`config.mk`:
```
export PLATFORM = sky130hd
export DESIGN_NAME = hufd_ctrl
export DESIGN_NICKNAME = d
export VERILOG_FILES = /design/src/rtl/hufd_pkg.sv /design/src/rtl/hufd_ctrl.sv
export SDC_FILE = /design/constraint.sdc
export NUM_CORES = 1
export LEC_CHECK = 0
export BUFFER_PORTS_ARGS = -buffer_cell sky130_fd_sc_hd__buf_2
export CAP_MARGIN = 5
export CORE_AREA = 2 2 39 41
export CTS_CLUSTER_SIZE = 10
export DETAILED_ROUTE_END_ITERATION = 8
export DIE_AREA = 0 0 41 43
export GPL_ROUTABILITY_DRIVEN = 0
export HOLD_SLACK_MARGIN = 0.03
export PLACE_DENSITY_LB_ADDON = 0.05
export SLEW_MARGIN = 15
export SYNTH_ARGS = -nofsm -noshare
export SYNTH_HDL_FRONTEND = slang
export SYNTH_SLANG_ARGS = --single-unit
```
`constraint.sdc`:
```
create_clock -name clock -period 2.8 [get_ports clock]
set_input_delay 0.14 -clock clock [delete_from_list [all_inputs] [get_ports clock]]
set_output_delay 0.14 -clock clock [all_outputs]
set_load 0.05 [all_outputs]
```
`src/rtl/hufd_pkg.sv`:
```
`timescale 1ns / 1ps

package hufd_pkg;

   localparam int NODE_W      = 9;
   localparam int SYM_W       = 8;
   localparam int BYTE_W      = 8;
   localparam int CNT_W       = 32;
   localparam int OP_W        = 2;
   localparam int CSR_IDX_W   = 1;
   localparam int CSR_DATA_W  = 32;
   localparam int BIT_CNT_W   = 3;

   localparam int DEF_MAX_NODES  = 512;
   localparam int DEF_MAX_LEAVES = 256;

   localparam logic [NODE_W-1:0] LEAF_COUNT_RST = NODE_W'(2);
   localparam logic [NODE_W-1:0] LEAF_COUNT_MIN = NODE_W'(2);

   typedef enum logic [OP_W-1:0] {
      OP_LOAD    = 2'd0,
      OP_DECODE  = 2'd1,
      OP_RESTART = 2'd2
   } op_type;

   typedef enum logic [CSR_IDX_W-1:0] {
      CSR_LEAF_COUNT    = 1'd0,
      CSR_TOTAL_SYMBOLS = 1'd1
   } csr_idx_type;

   typedef enum logic [2:0] {
      ST_IDLE,
      ST_CHECK,
      ST_EVAL,
      ST_SYM,
      ST_FLUSH
   } state_type;

   // controller -> datapath
   typedef struct packed {
      logic load;         // write one tree node
      logic decode_start; // capture code byte
      logic restart;      // walk back to root, clear count
      logic node_read;    // read children of current node
      logic node_step;    // move to inner child, next bit
      logic sym_read;     // read symbol of leaf child
      logic sym_commit;   // take symbol into pending slot
      logic stop;         // symbol count reached
      logic flush;        // push pending as last of byte
   } cmd_type;

   // datapath -> controller
   typedef struct packed {
      logic stop;
      logic is_leaf;
      logic last_bit;
      logic pend_valid;
      logic out_free;
   } sts_type;

endpackage

```
`src/rtl/hufd_ctrl.sv`:
```
`timescale 1ns / 1ps

module hufd_ctrl (
   input  logic                            clock,
   input  logic                            reset,
   input  logic                            req_valid,
   input  logic [hufd_pkg::OP_W-1:0]       req_operation,
   output logic                            req_stall,
   input  hufd_pkg::sts_type               sts,
   output hufd_pkg::cmd_type               cmd
);
   import hufd_pkg::*;

   state_type state_ff, state_in;

   always_ff @(posedge clock) begin
      if (reset) begin
         state_ff <= ST_IDLE;
      end else begin
         state_ff <= state_in;
      end
   end

   always_comb begin
      state_in  = state_ff;
      cmd       = '0;
      req_stall = 1'b1;
      unique case (state_ff)
         ST_IDLE: begin
            req_stall = 1'b0;
            if (req_valid) begin
               unique case (op_type'(req_operation))
                  OP_LOAD:    cmd.load = 1'b1;
                  OP_RESTART: cmd.restart = 1'b1;
                  OP_DECODE: begin
                     cmd.decode_start = 1'b1;
                     state_in         = ST_CHECK;
                  end
                  default: ;
               endcase
            end
         end
         ST_CHECK: begin
            if (sts.stop) begin
               cmd.stop = 1'b1;
               state_in = ST_FLUSH;
            end else begin
               cmd.node_read = 1'b1;
               state_in      = ST_EVAL;
            end
         end
         ST_EVAL: begin
            if (sts.is_leaf) begin
               cmd.sym_read = 1'b1;
               state_in     = ST_SYM;
            end else begin
               cmd.node_step = 1'b1;
               state_in      = sts.last_bit ? ST_FLUSH : ST_CHECK;
            end
         end
         ST_SYM: begin
            // older pending symbol must have room in the output register
            if (!sts.pend_valid || sts.out_free) begin
               cmd.sym_commit = 1'b1;
               state_in       = sts.last_bit ? ST_FLUSH : ST_CHECK;
            end
         end
         ST_FLUSH: begin
            if (!sts.pend_valid || sts.out_free) begin
               cmd.flush = 1'b1;
               state_in  = ST_IDLE;
            end
         end
         default: state_in = ST_IDLE;
      endcase
   end

endmodule

```
==> results of run 1 <==
==> layout make-up <==
cell class	count	area, sq um	share of cell area [%]
Tap cell	16	20.02	4.762
Inverter	1	3.754	0.8929
Clock buffer	4	26.28	6.250
Timing Repair Buffer	19	95.09	22.62
Sequential cell	3	60.06	14.29
Multi-Input combinational cell	30	215.2	51.19
==> worst reg2reg max path, stage by stage (launching register included) <==
cell and delay, ns:
dfxtp_1 0.54, nor2_1 0.15, a2111o_1 0.40, o32ai_1 0.14
==> metal layers <==
metal	global-route usage, %	vias to the layer above	share of wire, %
met5	0	-	0
met4	8.000	0	0
met3	1.571	0	6.0
met2	16.56	11	51
met1	10.61	157	43
li1	-	183	-
==> layout by cell type, fill, tap and decap left out <==
cell type / synthesis / layout
and4bb_2: 1 / 1
o32ai_1: 2 / 2
and3b_1: 1 / 1
a2111o_1: 1 / 1
clkbuf_4: 0 / 3
nor3_1: 1 / 1
nor2b_1: 3 / 3
or3_1: 1 / 1
nor3b_1: 2 / 2
nor4_1: 1 / 1
buf_2: 1 / 19
clkbuf_1: 1 / 1
a31oi_1: 1 / 1
a2111oi_0: 1 / 1
nand3b_1: 3 / 3
a21oi_1: 1 / 1
nand2b_1: 3 / 3
o21ba_1: 1 / 1
nor2_1: 3 / 3
and4b_1: 1 / 1
dfxtp_1: 3 / 3
nor4b_1: 2 / 2
nand2_1: 1 / 1
inv_1: 1 / 1
==> metrics by stage <==
step	power (mW)	std cells	hold slack, ns	cell area, sq um	worst slack (ns)
4_1_cts	0.1863	73	0.1693	420.4	1.152
5_1_grt	0.1945	73	0.1820	420.4	1.011
3_5_place_dp	0.1088	69	0.4154	394.1	1.406
6_report	0.1822	73	0.1821	420.4	1.143
2_1_floorplan	0.09052	36	0.2576	287.8	0.5121
3_3_place_gp	0.1078	69	0.4131	394.1	1.445
==> how the worst max path moves through the flow <==
stage	startpoint	end	slack, ns	depth (start not counted)
2_1_floorplan	state_ff[1]$_SDFFE_PP0P_	cmd[4]	0.51	2
3_3_place_gp	state_ff[1]$_SDFFE_PP0P_	cmd[6]	1.45	4
3_5_place_dp	state_ff[1]$_SDFFE_PP0P_	cmd[6]	1.41	4
4_1_cts	state_ff[1]$_SDFFE_PP0P_	cmd[6]	1.15	4
5_1_grt	state_ff[1]$_SDFFE_PP0P_	cmd[6]	1.01	4
6_report	state_ff[1]$_SDFFE_PP0P_	cmd[6]	1.14	4
==> cells by family (layout without fill, tap and decap cells) <==
group | count (synthesis) | in the layout | share of synthesized area (%)
and+or+nand+nor | 23 | 23 | 54.35
AOI/OAI and AO/OA | 7 | 7 | 20.44
DFF | 3 | 3 | 20.87
buffers and inverters | 3 | 24 | 4.344
==> power groups by stage <==
stage               registers [mW]  logic (mW)  clock network (mW)
finish                      0.0498      0.0582              0.0742
global route                0.0503      0.0627              0.0815
CTS                         0.0495      0.0586              0.0781
detailed placement          0.0502      0.0586                   0
global placement            0.0502      0.0576                   0
floorplan                   0.0478      0.0427                   0
==> run summary, run 1 <==
Setup violations, final - 0
CP top delay family - simple AND/OR/NAND/NOR gates
Capturing point of the worst reg2reg path - state_ff[0]$_SDFFE_PP0P_
Slew at the pin closest to its max-slew limit - 0.4328 ns
Post-synth top area share - 20.87%
Status - finished clean
Largest net degree at the start of global routing - 15
DRC - 0
Htree depth - 1
Initial Utilization - 20.80%
IO Port Bufs - 19
Fin crit period - 1.657 ns
Syn Area/Cell - 7.994 sq um
DRT antenna net count - 0
Largest registers - state_ff: 3 flops
Synth area leaders - dfxtp_1 21%, nand3b_1 7.8%, nand2b_1 6.5%
Post-Route WL - 781 microns
CP max-delay cell - dfxtp_1
Synth Instances - 36
Clock buffer depth - 2
Library cells used by synthesis - 23
Die ar. - 1763 sq um
Synth cell count leaders - 3 x dfxtp_1, 3 x nand2b_1, 3 x nand3b_1, 3 x nor2_1, 3 x nor2b_1
Setup bufs post-CTS - 0
First-pass GRT wire length - 1200 microns
Die X - 41 microns
Logic pwr share - 31.9%
Reg-to-reg slack, setup - 1.48 ns
Skew final - 0.0005259 ns
Cell Pwr Density - 433.3 nW/um^2
Min-Delay Path Depth - 2
Max-slew violations - 0
Static leakage - 0.2040 nW
Sw Pwr - 64.10 uW
Setup TNS - 0 ns
DR vias - 351
Core area - 1384 sq um
Crit share post-route - 59.19%
Area Overhead vs Synth - 46.09%
# rows - 14
WHS Endpoint - state_ff[2]$_SDFFE_PP0P_
Clock slew seen by the registers of the worst setup and hold paths - 0.04 ns
Dpl hpwl - 610.6 microns
Diode count - 0
Vias in the first global route - 338
CP Launch Type - register
Cells along the critical path - nor2_1 > nand3b_1 > nor3b_1 > buf_2
Util after Layout - 30.38%
Kind of critical path - register to output pin
Switching Share - 35.19%
Number of synthesized flops with an enable pin - 0
Sequential share of power - 27.3%
Die height - 43 microns
Rel. slew slack - 70.40%
Data arrival, critical path - 1.52 ns
Share of layout cells above drive strength 1 - 40.35%
Post-synth ARST share - 0%
CP Buf/Inv Count - 1
Commonest register cell after synthesis - dfxtp_1
Worst Hold Launch - reset
Int Power - 118.1 uW
Mapped Area - 287.8 sq um
R2R depth - 3
Nets - 68
Synthesized Nets - 46
Post-synthesis sequential area ratio - 20.87%
GR Util All Layers - 10.14%
Initial antenna violation count - 0
Final hold violations - 0
CTS root buffer - clkbuf_4
Min-delay worst type - input port to register
Max Freq - 603.4 MHz
Synth warn - 0
I/O pin count - 20
Worst skew pair latency - 0.23 ns
Max IR drop VDD - 0.1852 mV
Inserted Clock Buffers - 3
DRT iter0 DRCs - 2
Post-CTS Resized - 0
Slowest stage delay, CP - 0.41 ns
# fillers - 159
GR Overflow Total - 0
Post-CTS Hold Fix Bufs - 0
CTS tree - yes
Setup crit end kind - output pin
Crit Reg-Reg Startpoint - state_ff[1]$_SDFFE_PP0P_
Cell accounting for the most synthesized area - dfxtp_1
Register bit total from synthesis - 3
Number of vias per cell - 4.808
DRT Pass-1 Iters - 4
Crit path max fanout - 14
Biggest register - state_ff
RSZ-0062 raised after global routing - no
Max-cap viol count - 0
Post-DR wirelength/cell - 10.70 microns
Clk sinks - 3
Largest register FFs - 3
Clock power share - 40.7%
CP required - 2.66 ns
Note: power is estimated with default switching activity, not from simulation.
==> run 2, diff against run 1 <==
==> constraint.sdc (replaced) <==
create_clock -name clock -period 1.7 [get_ports clock]
set_input_delay 0.085 -clock clock [delete_from_list [all_inputs] [get_ports clock]]
set_output_delay 0.085 -clock clock [all_outputs]
set_load 0.05 [all_outputs]
==> run summary, run 2 (synthesis results as in run 1) <==
CP Launch Type - register
Max-cap viol count - 0
Core area - 1384 sq um
DRT antenna net count - 0
Clock slew seen by the registers of the worst setup and hold paths - 0.04 ns
Data arrival, critical path - 1.49 ns
Skew final - 0.001660 ns
Number of vias per cell - 4.740
Max Freq - 636.8 MHz
Nets - 68
Htree depth - 1
Die X - 41 microns
Setup bufs post-CTS - 0
Slew at the pin closest to its max-slew limit - 0.4166 ns
Largest net degree at the start of global routing - 15
Capturing point of the worst reg2reg path - state_ff[2]$_SDFFE_PP0P_
Biggest register - state_ff
Die ar. - 1763 sq um
Largest register FFs - 3
Commonest non-fill, non-tap cell in the layout - buf_2
FF/Latch Area - 60.06 sq um
Setup TNS - 0 ns
Crit share post-route - 92.37%
Cell Pwr Density - 686.1 nW/um^2
Reg-to-reg slack, setup - 0.37 ns
Post-CTS Hold Fix Bufs - 0
Worst slack, placed - 0.3305 ns
Dpl hpwl - 639.4 microns
Static leakage - 0.2082 nW
RSZ-0062 raised after global routing - no
First-pass GRT wire length - 1076 microns
Placed cell count - 69
Initial Utilization - 20.80%
Setup crit end kind - output pin
Area Overhead vs Synth - 54.35%
Post-CTS Resized - 0
Max IR drop VDD - 0.3247 mV
Min-delay worst type - input port to register
DRT iter0 DRCs - 1
Final Worst Setup Slack - 0.1298 ns
Rel. slew slack - 71.51%
Met2 usage - 12.81%
GR Overflow Total - 0
Die height - 43 microns
I/O pin count - 20
Share of layout cells above drive strength 1 - 47.37%
Final hold violations - 0
Routing usage on met3 - 1.571%
Crit path max fanout - 14
DR vias - 346
IO Port Bufs - 19
DRT Pass-1 Iters - 2
Worst skew pair latency - 0.23 ns
CTS root buffer - clkbuf_4
R2R depth - 3
Non-filler cells, final - 73
CP endpoint - cmd[6]
Max-slew violations - 0
Multi-input logic area - 236.5 sq um
GR Util All Layers - 9.228%
# rows - 14
Crit path from - state_ff[1]$_SDFFE_PP0P_
Util after Layout - 32.10%
Post-DR wirelength/cell - 11.01 microns
# fillers - 161
Post-Route WL - 804 microns
Most frequent cells in the layout - 18 x buf_2, 4 x clkbuf_4
Setup violations, final - 0
Hold_ws - 0.1215 ns
Met1 Use GR - 11.54%
Clock buffer depth - 2
Gr busiest metal - met2
Crit Reg-Reg Startpoint - state_ff[1]$_SDFFE_PP0P_
Clk sinks - 3
Inserted Clock Buffers - 3
Vias in the first global route - 286
CTS tree - yes
DRC - 0
Diode count - 0
Status - finished clean
Kind of critical path - register to output pin
Initial antenna violation count - 0
CP required - 1.62 ns
Fin crit period - 1.570 ns
Largest registers - state_ff: 3 flops
run 2: area by class of cell:
type | count | area share, %
multi-input cells | 30 | 53.24
well taps | 16 | 4.507
clock buffers | 4 | 5.915
inverters | 1 | 0.8451
repair buffers | 19 | 21.97
flip-flops and latches | 3 | 13.52
run 2: worst min-delay path by stage:
stage	start	end	slack, ns	cells after the start
CTS	reset	state_ff[0]$_SDFFE_PP0P_	0.11	2
detailed placement	reset	state_ff[0]$_SDFFE_PP0P_	0.36	2
global placement	reset	state_ff[0]$_SDFFE_PP0P_	0.35	2
global route	reset	state_ff[0]$_SDFFE_PP0P_	0.13	2
finish	reset	state_ff[0]$_SDFFE_PP0P_	0.12	2
floorplan	reset	state_ff[2]$_SDFFE_PP0P_	0.20	1
run 2: power breakdown:
part           internal, mW  total, mW  switching [mW]
clock                0.0878      0.122          0.0343
combinational        0.0346     0.0994          0.0647
sequential           0.0743     0.0833         0.00904
run 2: through the flow:
stage / power [mW] / area (sq um)
after floorplan: 0.1519 / 306.5
after global placement: 0.1810 / 412.9
after detailed placement: 0.1826 / 412.9
after CTS: 0.3136 / 439.2
after global routing: 0.3259 / 444.2
final: 0.3048 / 444.2
run 2: critical path, cell delays in order (launching register included):
cell	delay (ns)
dfxtp_1	0.43
nor2_2	0.20
nand3b_1	0.13
nor3b_1	0.20
buf_2	0.29
run 2: layer usage:
metal / part of all wire (%) / vias up
met5: 0 / -
met4: 0 / 0
met3: 7.8 / 0
met2: 46 / 13
met1: 46 / 149
li1: - / 184
==> run 3, diff against run 2 <==
--- a/config.mk
+++ b/config.mk
@@ -5,12 +5,12 @@
 export SDC_FILE = /design/constraint.sdc
 export NUM_CORES = 1
 export LEC_CHECK = 0
-export BUFFER_PORTS_ARGS = -buffer_cell sky130_fd_sc_hd__buf_2
 export CAP_MARGIN = 5
 export CORE_AREA = 2 2 39 41
 export CTS_CLUSTER_SIZE = 10
 export DETAILED_ROUTE_END_ITERATION = 8
 export DIE_AREA = 0 0 41 43
+export DONT_BUFFER_PORTS = 1
 export GPL_ROUTABILITY_DRIVEN = 0
 export HOLD_SLACK_MARGIN = 0.03
 export PLACE_DENSITY_LB_ADDON = 0.05
==> run summary, run 3 (synthesis results as in run 1) <==
CP Buf/Inv Count - 1
Status - finished clean
Post-Route WL - 802 microns
Largest register FFs - 3
Min-delay worst type - input port to register
Biggest register - state_ff
Post-CTS Resized - 0
CTS tree - yes
Final hold violations - 0
Clock buffer depth - 2
Die X - 41 microns
Die height - 43 microns
RSZ-0062 raised after global routing - no
Cells along the critical path - nor2_1 > nand3b_1 > nor3b_2 > buf_4
First-pass GRT wire length - 993 microns
CP Launch Type - register
Kind of critical path - register to output pin
Final Worst Setup Slack - 0.1284 ns
I/O pin count - 20
Inserted Clock Buffers - 3
Vias in the first global route - 253
Clock slew seen by the registers of the worst setup and hold paths - 0.04 ns
Fin crit period - 1.572 ns
FF/Latch Area - 60.06 sq um
DR vias - 315
DRT Pass-1 Iters - 2
Max Freq - 636.3 MHz
Slew at the pin closest to its max-slew limit - 0.4692 ns
Largest registers - state_ff: 3 flops
Skew final - 0.002121 ns
Dpl hpwl - 623.4 microns
Setup violations, final - 0
Max-cap viol count - 0
GR Util All Layers - 8.818%
Util after Layout - 31.19%
Area Overhead vs Synth - 50.00%
Core area - 1384 sq um
Crit path max fanout - 14
CP required - 1.62 ns
Die ar. - 1763 sq um
Commonest non-fill, non-tap cell in the layout - buf_4
Setup crit end kind - output pin
Static leakage - 0.1746 nW
# fillers - 151
CP max-delay cell - dfxtp_1
Worst slack, placed - 0.3750 ns
Slowest stage delay, CP - 0.43 ns
Share of layout cells above drive strength 1 - 37.50%
Multi-input logic area - 244.0 sq um
Post-DR wirelength/cell - 12.53 microns
GR Overflow Total - 0
Clk sinks - 3
Data arrival, critical path - 1.49 ns
Max IR drop VDD - 0.2467 mV
DRT iter0 DRCs - 3
Placed cell area - 395.4 sq um
Nets - 59
Max-slew violations - 0
DRC - 0
Worst skew pair latency - 0.23 ns
CTS root buffer - clkbuf_4
Initial antenna violation count - 0
IO Port Bufs - 0
Diode count - 0
Initial Utilization - 20.80%
Hold_ws - 0.08026 ns
Fin area - 431.7 sq um
Number of vias per cell - 4.922
Cell Pwr Density - 685.7 nW/um^2
DRT antenna net count - 0
# rows - 14
Htree depth - 1
Power Total - 296.0 uW
Largest net degree at the start of global routing - 15
Crit share post-route - 92.45%
Rel. slew slack - 68.78%
CP top delay family - simple AND/OR/NAND/NOR gates
==> run 3: cell type report <==
| type | instances | area share, % |
|---|---|---|
| clock buffer | 4 | 6.087 |
| inverter | 1 | 0.8696 |
| sequential | 3 | 13.91 |
| tap | 16 | 4.638 |
| timing repair buffer | 10 | 17.97 |
| multi-input combinational | 30 | 56.52 |
==> run 3: power breakdown <==
| part | total, mW | internal (mW) | switching, mW | leakage [nW] |
|---|---|---|---|---|
| clock | 0.124 | 0.0879 | 0.0360 | 0.0150 |
| combinational | 0.0892 | 0.0313 | 0.0578 | 0.135 |
| sequential | 0.0829 | 0.0743 | 0.00866 | 0.0244 |
==> run 3: final timing paths <==
check | startpoint | endpoint | slack [ns] | cells after the start
worst max-delay path | state_ff[1]$_SDFFE_PP0P_ | cmd[6] | 0.13 | 4
worst min-delay path | reset | state_ff[2]$_SDFFE_PP0P_ | 0.08 | 2
worst max register to register | state_ff[1]$_SDFFE_PP0P_ | state_ff[0]$_SDFFE_PP0P_ | 0.36 | 3
worst min register to register | state_ff[0]$_SDFFE_PP0P_ | state_ff[0]$_SDFFE_PP0P_ | 0.65 | 2
==> run 3: through the flow <==
stage,std cells,TNS (ns)
4_1_cts,64,0
3_5_place_dp,59,0
3_3_place_gp,59,0
5_1_grt,64,0
2_1_floorplan,36,-0.6036
6_report,64,0
==> run 3: repair_timing <==
action                                 CTS  global route
hold buffers                             1             0
endpoints found under the hold margin    3             0
setup buffers                            0             0
==> run 3: routing by layer <==
metal / vias to the layer above / share of wire, % / GRT usage (%)
met3: 2 / 12 / 2.094
li1: 163 / - / -
met4: 0 / 1.7 / 10.00
met5: - / 0 / 0
met1: 133 / 42 / 10.22
met2: 17 / 45 / 11.56
